File: src/hw/rtl/nvst_pkg.sv
// ---------------------------------------------------------------------------
// Nearest-value slot table package
// Widths, codes and shared types of the nearest-value slot table.
// ---------------------------------------------------------------------------
package nvst_pkg;

    // Table geometry.
    localparam int SLOTS     = 16;
    localparam int OWNERS    = 16;
    localparam int IDX_W     = (SLOTS > 1) ? $clog2(SLOTS) : 1;

    // Field widths of the request, the result and the capacity register.
    localparam int VALUE_W   = 10;
    localparam int OWNER_W   = 4;
    localparam int CAP_W     = 5;
    localparam int OCC_W     = 5;
    localparam int MASK_W    = 16;
    localparam int LAST_W    = VALUE_W + 1;
    localparam int DIST_W    = VALUE_W + 1;

    // Capacity after reset.
    localparam int CAP_RESET = 16;

    // Request modes.
    localparam logic MODE_POST = 1'b0;
    localparam logic MODE_TAKE = 1'b1;

    // Result status codes.
    typedef enum logic [1:0] {
        STATUS_POSTED  = 2'd0,
        STATUS_DROPPED = 2'd1,
        STATUS_TAKEN   = 2'd2,
        STATUS_EMPTY   = 2'd3
    } nvst_status_t;

endpackage

File: src/hw/rtl/nvst_req_if.sv
// ---------------------------------------------------------------------------
// Request channel
// Valid/ready channel carrying one post or take request.
// ---------------------------------------------------------------------------
interface nvst_req_if;
    import nvst_pkg::*;

    logic               valid;
    logic               ready;
    logic               mode;
    logic [VALUE_W-1:0] value;
    logic [OWNER_W-1:0] owner;

    modport source (output valid, mode, value, owner, input ready);
    modport sink   (input valid, mode, value, owner, output ready);

endinterface

File: src/hw/rtl/nvst_rsp_if.sv
// ---------------------------------------------------------------------------
// Result channel
// Valid/ready channel carrying the outcome of one request.
// ---------------------------------------------------------------------------
interface nvst_rsp_if;
    import nvst_pkg::*;

    logic               valid;
    logic               ready;
    logic [1:0]         status;
    logic [VALUE_W-1:0] taken_value;
    logic [OWNER_W-1:0] taken_owner;
    logic [OCC_W-1:0]   occupancy;
    logic               is_full;
    logic [MASK_W-1:0]  owner_pending_mask;

    modport source (output valid, status, taken_value, taken_owner, occupancy,
                    is_full, owner_pending_mask, input ready);
    modport sink   (input valid, status, taken_value, taken_owner, occupancy,
                    is_full, owner_pending_mask, output ready);

endinterface

File: src/hw/rtl/nearest_value_slot_table_core.sv
// ---------------------------------------------------------------------------
// Nearest-value slot table core
// Shortest-seek-first request table: post stores a request in the lowest
// free slot, take removes the request nearest the last value taken.
// ---------------------------------------------------------------------------
// Each request is first taken in; the distance and compare unit then walks
// the table slot by slot from slot 0 up to the last slot within the effective
// capacity, and finally the table is updated and the result register loaded.
// The final step waits for as long as the previous result is still held
// uncollected in the result register. The result register lets the next
// request enter while a result is still waiting to be collected. Capacity
// writes are taken whenever the write enable is high; values of 0 act as 1 and
// values above the slot count act as the slot count. No clearing pass is
// needed after reset.
module nearest_value_slot_table_core (
    input  logic                      clk,
    input  logic                      rst_n,
    input  logic                      cfg_wr_en,
    input  logic [nvst_pkg::CAP_W-1:0] cfg_wr_data,
    nvst_req_if.sink                  req,
    nvst_rsp_if.source                rsp
);
    import nvst_pkg::*;

    typedef enum logic [1:0] {
        ST_IDLE,
        ST_SCAN,
        ST_FINISH
    } state_t;

    state_t state_reg;

    // Table storage: contents have no reset, occupancy flags do.
    logic [VALUE_W-1:0] slot_value_reg [SLOTS];
    logic [OWNER_W-1:0] slot_owner_reg [SLOTS];
    logic [SLOTS-1:0]   slot_valid_reg;

    logic [CAP_W-1:0]   cap_reg;
    logic [LAST_W-1:0]  last_taken_reg;

    // Latched request.
    logic               mode_reg;
    logic [VALUE_W-1:0] value_reg;
    logic [OWNER_W-1:0] owner_reg;

    // Scan state.
    logic [IDX_W-1:0]   idx_reg;
    logic               found_reg;
    logic [IDX_W-1:0]   best_idx_reg;
    logic [DIST_W-1:0]  best_dist_reg;
    logic [VALUE_W-1:0] best_value_reg;
    logic [OWNER_W-1:0] best_owner_reg;
    logic [OCC_W-1:0]   count_reg;
    logic [OWNERS-1:0]  once_reg;
    logic [OWNERS-1:0]  twice_reg;

    // Result register.
    logic               out_valid_reg;
    nvst_status_t       out_status_reg;
    logic [VALUE_W-1:0] out_value_reg;
    logic [OWNER_W-1:0] out_owner_reg;
    logic [OCC_W-1:0]   out_occ_reg;
    logic               out_full_reg;
    logic [MASK_W-1:0]  out_mask_reg;

    // Effective capacity, saturated to the range 1 to SLOTS.
    logic [CAP_W-1:0] cap_eff;

    always_comb
    begin
        if (cap_reg == '0)
            cap_eff = CAP_W'(1);
        else if (cap_reg > CAP_W'(SLOTS))
            cap_eff = CAP_W'(SLOTS);
        else
            cap_eff = cap_reg;
    end

    // Shared distance and compare unit, fed by the slot under the scan index.
    logic                     cur_valid;
    logic [VALUE_W-1:0]       cur_value;
    logic [OWNER_W-1:0]       cur_owner;
    logic signed [VALUE_W+1:0] diff;
    logic [DIST_W-1:0]        seek_dist;
    logic                     better;
    logic                     scan_last;

    assign cur_valid = slot_valid_reg[idx_reg];
    assign cur_value = slot_value_reg[idx_reg];
    assign cur_owner = slot_owner_reg[idx_reg];
    assign diff      = $signed({2'b00, cur_value})
                     - $signed({last_taken_reg[LAST_W-1], last_taken_reg});
    assign seek_dist = diff[VALUE_W+1] ? DIST_W'(-diff) : diff[DIST_W-1:0];
    assign scan_last = (CAP_W'(idx_reg) == (cap_eff - CAP_W'(1)));

    always_comb
    begin
        if (mode_reg == MODE_TAKE)
            better = cur_valid && (!found_reg || (seek_dist < best_dist_reg));
        else
            better = !cur_valid && !found_reg;
    end

    // Owner bookkeeping: owners seen at least once and owners seen at least twice.
    // An owner id beyond the mask shifts out and is never recorded.
    logic [OWNERS-1:0] cur_owner_bit;
    logic [OWNERS-1:0] once_next;
    logic [OWNERS-1:0] twice_next;

    assign cur_owner_bit = cur_valid ? (OWNERS'(1) << cur_owner) : '0;
    assign once_next     = once_reg | cur_owner_bit;
    assign twice_next    = twice_reg | (once_reg & cur_owner_bit);

    // Outcome of the finished scan.
    logic              out_load;
    nvst_status_t      fin_status;
    logic [OCC_W-1:0]  fin_occ;
    logic [OWNERS-1:0] fin_mask;
    logic [OWNERS-1:0] post_owner_bit;
    logic [OWNERS-1:0] best_owner_bit;

    assign out_load       = (state_reg == ST_FINISH) && (!out_valid_reg || rsp.ready);
    assign post_owner_bit = OWNERS'(1) << owner_reg;
    assign best_owner_bit = OWNERS'(1) << best_owner_reg;

    always_comb
    begin
        fin_occ  = count_reg;
        fin_mask = once_reg;
        if (mode_reg == MODE_POST)
        begin
            fin_status = found_reg ? STATUS_POSTED : STATUS_DROPPED;
            if (found_reg)
            begin
                fin_occ  = count_reg + OCC_W'(1);
                fin_mask = once_reg | post_owner_bit;
            end
        end
        else
        begin
            fin_status = found_reg ? STATUS_TAKEN : STATUS_EMPTY;
            if (found_reg)
            begin
                // The owner stays pending only if another of its requests remains.
                fin_occ  = count_reg - OCC_W'(1);
                fin_mask = once_reg & ~(best_owner_bit & ~twice_reg);
            end
        end
    end

    // Sequencer, table flags and result register.
    always_ff @(posedge clk or negedge rst_n)
    begin
        if (!rst_n)
        begin
            state_reg      <= ST_IDLE;
            slot_valid_reg <= '0;
            cap_reg        <= CAP_W'(CAP_RESET);
            last_taken_reg <= '1;
            mode_reg       <= MODE_POST;
            value_reg      <= '0;
            owner_reg      <= '0;
            idx_reg        <= '0;
            found_reg      <= 1'b0;
            best_idx_reg   <= '0;
            best_dist_reg  <= '0;
            best_value_reg <= '0;
            best_owner_reg <= '0;
            count_reg      <= '0;
            once_reg       <= '0;
            twice_reg      <= '0;
            out_valid_reg  <= 1'b0;
            out_status_reg <= STATUS_POSTED;
            out_value_reg  <= '0;
            out_owner_reg  <= '0;
            out_occ_reg    <= '0;
            out_full_reg   <= 1'b0;
            out_mask_reg   <= '0;
        end
        else
        begin
            if (cfg_wr_en)
                cap_reg <= cfg_wr_data;

            // A collected result frees the register unless a new one loads now.
            if (rsp.valid && rsp.ready && !out_load)
                out_valid_reg <= 1'b0;

            unique case (state_reg)
                ST_IDLE:
                begin
                    if (req.valid)
                    begin
                        mode_reg  <= req.mode;
                        value_reg <= req.value;
                        owner_reg <= req.owner;
                        idx_reg   <= '0;
                        found_reg <= 1'b0;
                        count_reg <= '0;
                        once_reg  <= '0;
                        twice_reg <= '0;
                        state_reg <= ST_SCAN;
                    end
                end

                ST_SCAN:
                begin
                    if (cur_valid)
                        count_reg <= count_reg + OCC_W'(1);
                    once_reg  <= once_next;
                    twice_reg <= twice_next;
                    if (better)
                    begin
                        found_reg      <= 1'b1;
                        best_idx_reg   <= idx_reg;
                        best_dist_reg  <= seek_dist;
                        best_value_reg <= cur_value;
                        best_owner_reg <= cur_owner;
                    end
                    if (scan_last)
                        state_reg <= ST_FINISH;
                    else
                        idx_reg <= idx_reg + IDX_W'(1);
                end

                ST_FINISH:
                begin
                    if (out_load)
                    begin
                        if (found_reg)
                        begin
                            if (mode_reg == MODE_POST)
                                slot_valid_reg[best_idx_reg] <= 1'b1;
                            else
                            begin
                                slot_valid_reg[best_idx_reg] <= 1'b0;
                                last_taken_reg <= {1'b0, best_value_reg};
                            end
                        end
                        out_valid_reg  <= 1'b1;
                        out_status_reg <= fin_status;
                        out_value_reg  <= (fin_status == STATUS_TAKEN) ? best_value_reg : '0;
                        out_owner_reg  <= (fin_status == STATUS_TAKEN) ? best_owner_reg : '0;
                        out_occ_reg    <= fin_occ;
                        out_full_reg   <= (CAP_W'(fin_occ) == cap_eff);
                        out_mask_reg   <= MASK_W'(fin_mask);
                        state_reg      <= ST_IDLE;
                    end
                end

                default:
                begin
                    state_reg <= ST_IDLE;
                end
            endcase
        end
    end

    // Slot contents are written when a post finds a free slot.
    always_ff @(posedge clk)
    begin
        if (out_load && found_reg && (mode_reg == MODE_POST))
        begin
            slot_value_reg[best_idx_reg] <= value_reg;
            slot_owner_reg[best_idx_reg] <= owner_reg;
        end
    end

    // Channel outputs.
    assign req.ready              = (state_reg == ST_IDLE);
    assign rsp.valid              = out_valid_reg;
    assign rsp.status             = out_status_reg;
    assign rsp.taken_value        = out_value_reg;
    assign rsp.taken_owner        = out_owner_reg;
    assign rsp.occupancy          = out_occ_reg;
    assign rsp.is_full            = out_full_reg;
    assign rsp.owner_pending_mask = out_mask_reg;

    // The scan never looks beyond the effective capacity.
    a_scan_in_range: assert property (@(posedge clk) disable iff (!rst_n)
        (state_reg == ST_SCAN) |-> (CAP_W'(idx_reg) < cap_eff))
        else $error("scan index beyond effective capacity");

    // A chosen take slot is still occupied when the table is updated.
    a_take_slot_valid: assert property (@(posedge clk) disable iff (!rst_n)
        ((state_reg == ST_FINISH) && (mode_reg == MODE_TAKE) && found_reg)
        |-> slot_valid_reg[best_idx_reg])
        else $error("take chose an empty slot");

    // A completed take moves the head position to the taken value.
    a_last_taken: assert property (@(posedge clk) disable iff (!rst_n)
        (out_load && (mode_reg == MODE_TAKE) && found_reg)
        |=> (last_taken_reg == {1'b0, $past(best_value_reg)}))
        else $error("last taken value not updated");

    // Taken fields are zero unless a request was taken, and occupancy fits.
    a_result_fields: assert property (@(posedge clk) disable iff (!rst_n)
        out_valid_reg |-> ((CAP_W'(out_occ_reg) <= cap_eff)
            && ((out_status_reg == STATUS_TAKEN)
                || ((out_value_reg == '0) && (out_owner_reg == '0)))))
        else $error("inconsistent result fields");

endmodule
File: src/flat_wrapper.sv
// flat-port wrapper written by rule: the top's interface ports become plain ports
module nearest_value_slot_table_core_flat import nvst_pkg::*;
  (clk, rst_n, cfg_wr_en, cfg_wr_data, req_valid, req_mode, req_value, req_owner, req_ready, rsp_valid, rsp_status, rsp_taken_value, rsp_taken_owner, rsp_occupancy, rsp_is_full, rsp_owner_pending_mask, rsp_ready);
  nvst_req_if req_i ();
  nvst_rsp_if rsp_i ();
  input  logic clk;
  input  logic rst_n;
  input  logic cfg_wr_en;
  input  logic [nvst_pkg::CAP_W-1:0] cfg_wr_data;
  input wire logic [$bits(req_i.valid)-1:0] req_valid;
  input wire logic [$bits(req_i.mode)-1:0] req_mode;
  input wire logic [$bits(req_i.value)-1:0] req_value;
  input wire logic [$bits(req_i.owner)-1:0] req_owner;
  output wire logic [$bits(req_i.ready)-1:0] req_ready;
  output wire logic [$bits(rsp_i.valid)-1:0] rsp_valid;
  output wire logic [$bits(rsp_i.status)-1:0] rsp_status;
  output wire logic [$bits(rsp_i.taken_value)-1:0] rsp_taken_value;
  output wire logic [$bits(rsp_i.taken_owner)-1:0] rsp_taken_owner;
  output wire logic [$bits(rsp_i.occupancy)-1:0] rsp_occupancy;
  output wire logic [$bits(rsp_i.is_full)-1:0] rsp_is_full;
  output wire logic [$bits(rsp_i.owner_pending_mask)-1:0] rsp_owner_pending_mask;
  input wire logic [$bits(rsp_i.ready)-1:0] rsp_ready;
  assign req_i.valid = req_valid;
  assign req_i.mode = req_mode;
  assign req_i.value = req_value;
  assign req_i.owner = req_owner;
  assign req_ready = req_i.ready;
  assign rsp_valid = rsp_i.valid;
  assign rsp_status = rsp_i.status;
  assign rsp_taken_value = rsp_i.taken_value;
  assign rsp_taken_owner = rsp_i.taken_owner;
  assign rsp_occupancy = rsp_i.occupancy;
  assign rsp_is_full = rsp_i.is_full;
  assign rsp_owner_pending_mask = rsp_i.owner_pending_mask;
  assign rsp_i.ready = rsp_ready;
  nearest_value_slot_table_core u_core (.clk(clk), .rst_n(rst_n), .cfg_wr_en(cfg_wr_en), .cfg_wr_data(cfg_wr_data), .req(req_i), .rsp(rsp_i));
endmodule
File: config.mk
export PLATFORM = sky130hd
export DESIGN_NAME = nearest_value_slot_table_core_flat
export DESIGN_NICKNAME = d
export VERILOG_FILES = /design/src/hw/rtl/nvst_pkg.sv /design/src/hw/rtl/nvst_req_if.sv /design/src/hw/rtl/nvst_rsp_if.sv /design/src/hw/rtl/nearest_value_slot_table_core.sv /design/src/flat_wrapper.sv
export SDC_FILE = /design/constraint.sdc
export NUM_CORES = 1
export LEC_CHECK = 0
export BUFFER_PORTS_ARGS = -buffer_cell sky130_fd_sc_hd__buf_2
export CORE_UTILIZATION = 25
export DETAILED_ROUTE_END_ITERATION = 7
export GPL_TIMING_DRIVEN = 0
export SLEW_MARGIN = 20
export SYNTH_ARGS = -nofsm -noshare
export SYNTH_HDL_FRONTEND = slang
export SYNTH_SLANG_ARGS = --single-unit
File: constraint.sdc
create_clock -name clk -period 8.8 [get_ports clk]
set_input_delay 0.44 -clock clk [delete_from_list [all_inputs] [get_ports clk]]
set_output_delay 0.44 -clock clk [all_outputs]
set_load 0.05 [all_outputs]
==> impl_metrics.csv <==
group,metric,value,unit
sta,skew,0.0427,ns
worst_setup_path,start_kind,"register",
synth,yosysWarnings,0,
die,start_util,0.253,
worst_setup_path,cp_max_fo,10,
synth,synth_area,0.0163,mm^2
power,power-per-cell-area,375,mW/mm^2
routing,route.detailed.drc,0,
synth,synth_top_area_share,0.414,
synth,yosysMostFrequentCell,"edfxtp_1",
outcome,status,"completed",
worst_setup_path,critPathArrivalTime,7.98,ns
sta,fin_tns_setup,0,ns
synth,postSynth.asyncResetShare,0.415,
die,die_w,257,um
die,coreArea,0.0643,mm^2
synth,ys.flop_type,"edfxtp_1",
clock_network,cts_sinks,383,
synth,netlist_top_cells_area,"edfxtp_1 41%, dfrtp_1 23%, mux4_2 10%",
worst_setup_path,worstSetupPathType,"reg2reg",
cells_and_area,fill_cells,6342,
global_routing,grt_pass1_vias,10125,
die,row_count,93,
sta,timing.final.crit_share,0.859,
worst_setup_path,end_kind,"register",
synth,synth_nets,1152,
place,port_buffers,63,
global_routing,grt_max_degree,85,
cells_and_area,multi_input_area,0.00522,mm^2
die,die_area,0.0661,mm^2
place,placed_area,0.0180,mm^2
synth,synth-seq-cells,383,
cells_and_area,syn2layout_area_growth,19.5,%
sta,slew_headroom,0.311,
worst_setup_path,regToRegSetupSlack,1.24,ns
clock_network,htree_levels,2,
global_routing,grt_use_total,0.122,
clock_network,cts.repair.resized,0,
sta,min_period,7.56,ns
clock_network,tritoncts,"done",
clock_network,clock-root-buffer,"clkbuf_16",
global_routing,grt_pass1_wl,61.9,mm
cells_and_area,finalInstanceArea,0.0194,mm^2
cells_and_area,ff_latch_area,0.0107,mm^2
die,chipHeight,257,um
sta,setup_viol,0,
min_path,holdCritPathClass,"in2reg",
cells_and_area,largest_reg_flops,160,
die,pin_count,65,
clock_network,clock_latency,0.58,ns
place,dp_hpwl,28.3,mm
clock_network,clkTransAtPathRegs,0.06,ns
place,gp_congestion,0.876,
sta,rsz0062_at_grt,"false",
synth,synth_edf_count,224,
sta,drv_slew,0,
routing,ant_nets,0,
clock_network,cts_buffer_depth,3,
routing,wirelength,40.2,mm
synth,synth_cell_types,64,
synth,synthCells,1101,
synth,ys_seq_area_frac,0.659,
cells_and_area,final_layout_size_suffix_gt1_frac,0.217,
power,p_leak,7.21,nW
cells_and_area,nNetsFinal,1275,
sta,tightestPinTransition,1.03,ns
sta,fmax,0.132,GHz
routing,wl_per_cell,19.1,um
clock_network,cts_buffers,40,
global_routing,antenna_found_initial,0,
cells_and_area,antennaDiodeCount,0,
routing,first_iter_violations,805,
worst_setup_path,required,9.22,ns
routing,vias,9813,
synth,synthTopCellsByCount,"224 x edfxtp_1, 147 x dfrtp_1, 124 x nand2_1, 74 x mux4_2, 53 x nor2_1",
job,drv_cap,0,
routing,dr.pass1.iters,5,
sta,final-hold-violation-count,0,
power,vdd_ir_drop_max,0.152,mV
global_routing,grt_overflow,0,
routing,via_per_inst,4.65,
synth,avgSynthCellArea,14.8,um^2
synth,synth.largest_area_cell,"edfxtp_1",
## kinds of logic (layout without fill, tap and decap cells)
kind of cell / Yosys count / after routing / synth area share
AOI/OAI and AO/OA: 204 / 204 / 0.0847
xor gates and xnor gates: 31 / 31 / 0.0167
adders and majority gates: 26 / 26 / 0.0205
buffers and inverters: 90 / 245 / 0.0224
DFF: 383 / 383 / 0.659
muxes: 107 / 107 / 0.125
and+or+nand+nor: 260 / 260 / 0.0714
## path summary, 6_finish.rpt
path / from / endpoint / depth (start not counted)
worst min-delay path: req_value[3] / u_core.value_reg[3]$_DFFE_PN0P_ / 3
worst max register to register: u_core.idx_reg[2]$_DFFE_PN0P_ / u_core.best_owner_reg[0]$_DFFE_PN0P_ / 22
max in group asynchronous: rst_n / u_core.last_taken_reg[5]$_DFFE_PN1P_ / 3
worst max-delay path: u_core.idx_reg[2]$_DFFE_PN0P_ / u_core.best_owner_reg[0]$_DFFE_PN0P_ / 22
worst min register to register: u_core.rsp.owner_pending_mask[11]$_DFFE_PN0P_ / u_core.rsp.owner_pending_mask[11]$_DFFE_PN0P_ / 1
min in group asynchronous: rst_n / u_core.rsp.owner_pending_mask[1]$_DFFE_PN0P_ / 2
## power breakdown
part | switching, W | total (W) | leakage (nW) | internal [W]
combinational | 0.00174 | 0.00286 | 2.49 | 0.00112
sequential | 0.000290 | 0.00258 | 4.02 | 0.00229
clock | 0.000734 | 0.00184 | 0.697 | 0.00111
total | 0.00276 | 0.00728 | 7.21 | 0.00452
## final cells by class
type                    count  area share
multi-input cells         628       0.269
flip-flops and latches    383       0.552
plain buffers              57      0.0124
well taps                 855      0.0550
repair buffers             81      0.0304
clock inverters            20      0.0187
clock buffers              54      0.0568
inverters                  33     0.00637
## per-stage QoR
| stage | std cells | total power (W) | hold slack (ns) | setup WS [ns] | util |
|---|---|---|---|---|---|
| after floorplan | 1101 | 0.00464 | 0.144 | 2.48 | - |
| after global placement | 2019 | 0.00540 | 0.460 | 1.29 | 0.274 |
| after detailed placement | 2036 | 0.00548 | 0.459 | 1.17 | 0.279 |
| after CTS | 2111 | 0.00733 | 0.0388 | 1.12 | 0.302 |
| after global routing | 2111 | 0.00773 | 0.0644 | 0.737 | 0.302 |
| final | 2111 | 0.00728 | 0.0556 | 1.24 | 0.302 |
## placed cells by master (no fill, tap or decap), types with 12 or more instances in the layout
cell type,count
a21o_1,20
a21oi_1,29
a22o_1,28
buf_2,68
buf_8,14
clkbuf_1,50
clkbuf_16,40
dfrtp_1,147
dfstp_2,12
edfxtp_1,224
ha_1,25
inv_1,31
mux2_1,25
mux4_2,74
nand2_1,124
nand3_1,14
nor2_1,37
nor2_2,16
nor3_1,19
o21ai_0,50
o21ai_1,12
o31ai_1,24
xnor2_1,17
xor2_1,14
## repair_timing
action	4_1_cts	5_1_grt
hold buffers	1	0
endpoints found under the hold margin	83	0
buffers inserted	0	0
## metal layers
layer | vias up | global-route usage | share of wire
met5 | - | 0 | 0
met4 | 0 | 0.0355 | 0.023
met1 | 5030 | 0.161 | 0.44
met2 | 286 | 0.206 | 0.49
met3 | 66 | 0.0191 | 0.047
li1 | 4431 | - | -
## critical path, stage by stage (launching register included)
cell and delay [ns]:
dfrtp_1 0.32, buf_2 0.31, buf_1 0.68, clkbuf_1 0.84, mux4_2 0.66, inv_1 0.11, ha_1 0.21, inv_1 0.08
fa_1 0.46, xnor2_1 0.36, nand3_1 0.19, or4_1 0.58, a2111o_1 0.44, and3_1 0.21, o31ai_2 0.27, ha_1 0.29
nor2b_1 0.13, o21ai_0 0.16, nand4b_1 0.11, a21oi_1 0.18, o21ai_2 0.19, buf_4 0.29, mux2_1 0.33
No activity file was read; power rests on OpenSTA's default activity.
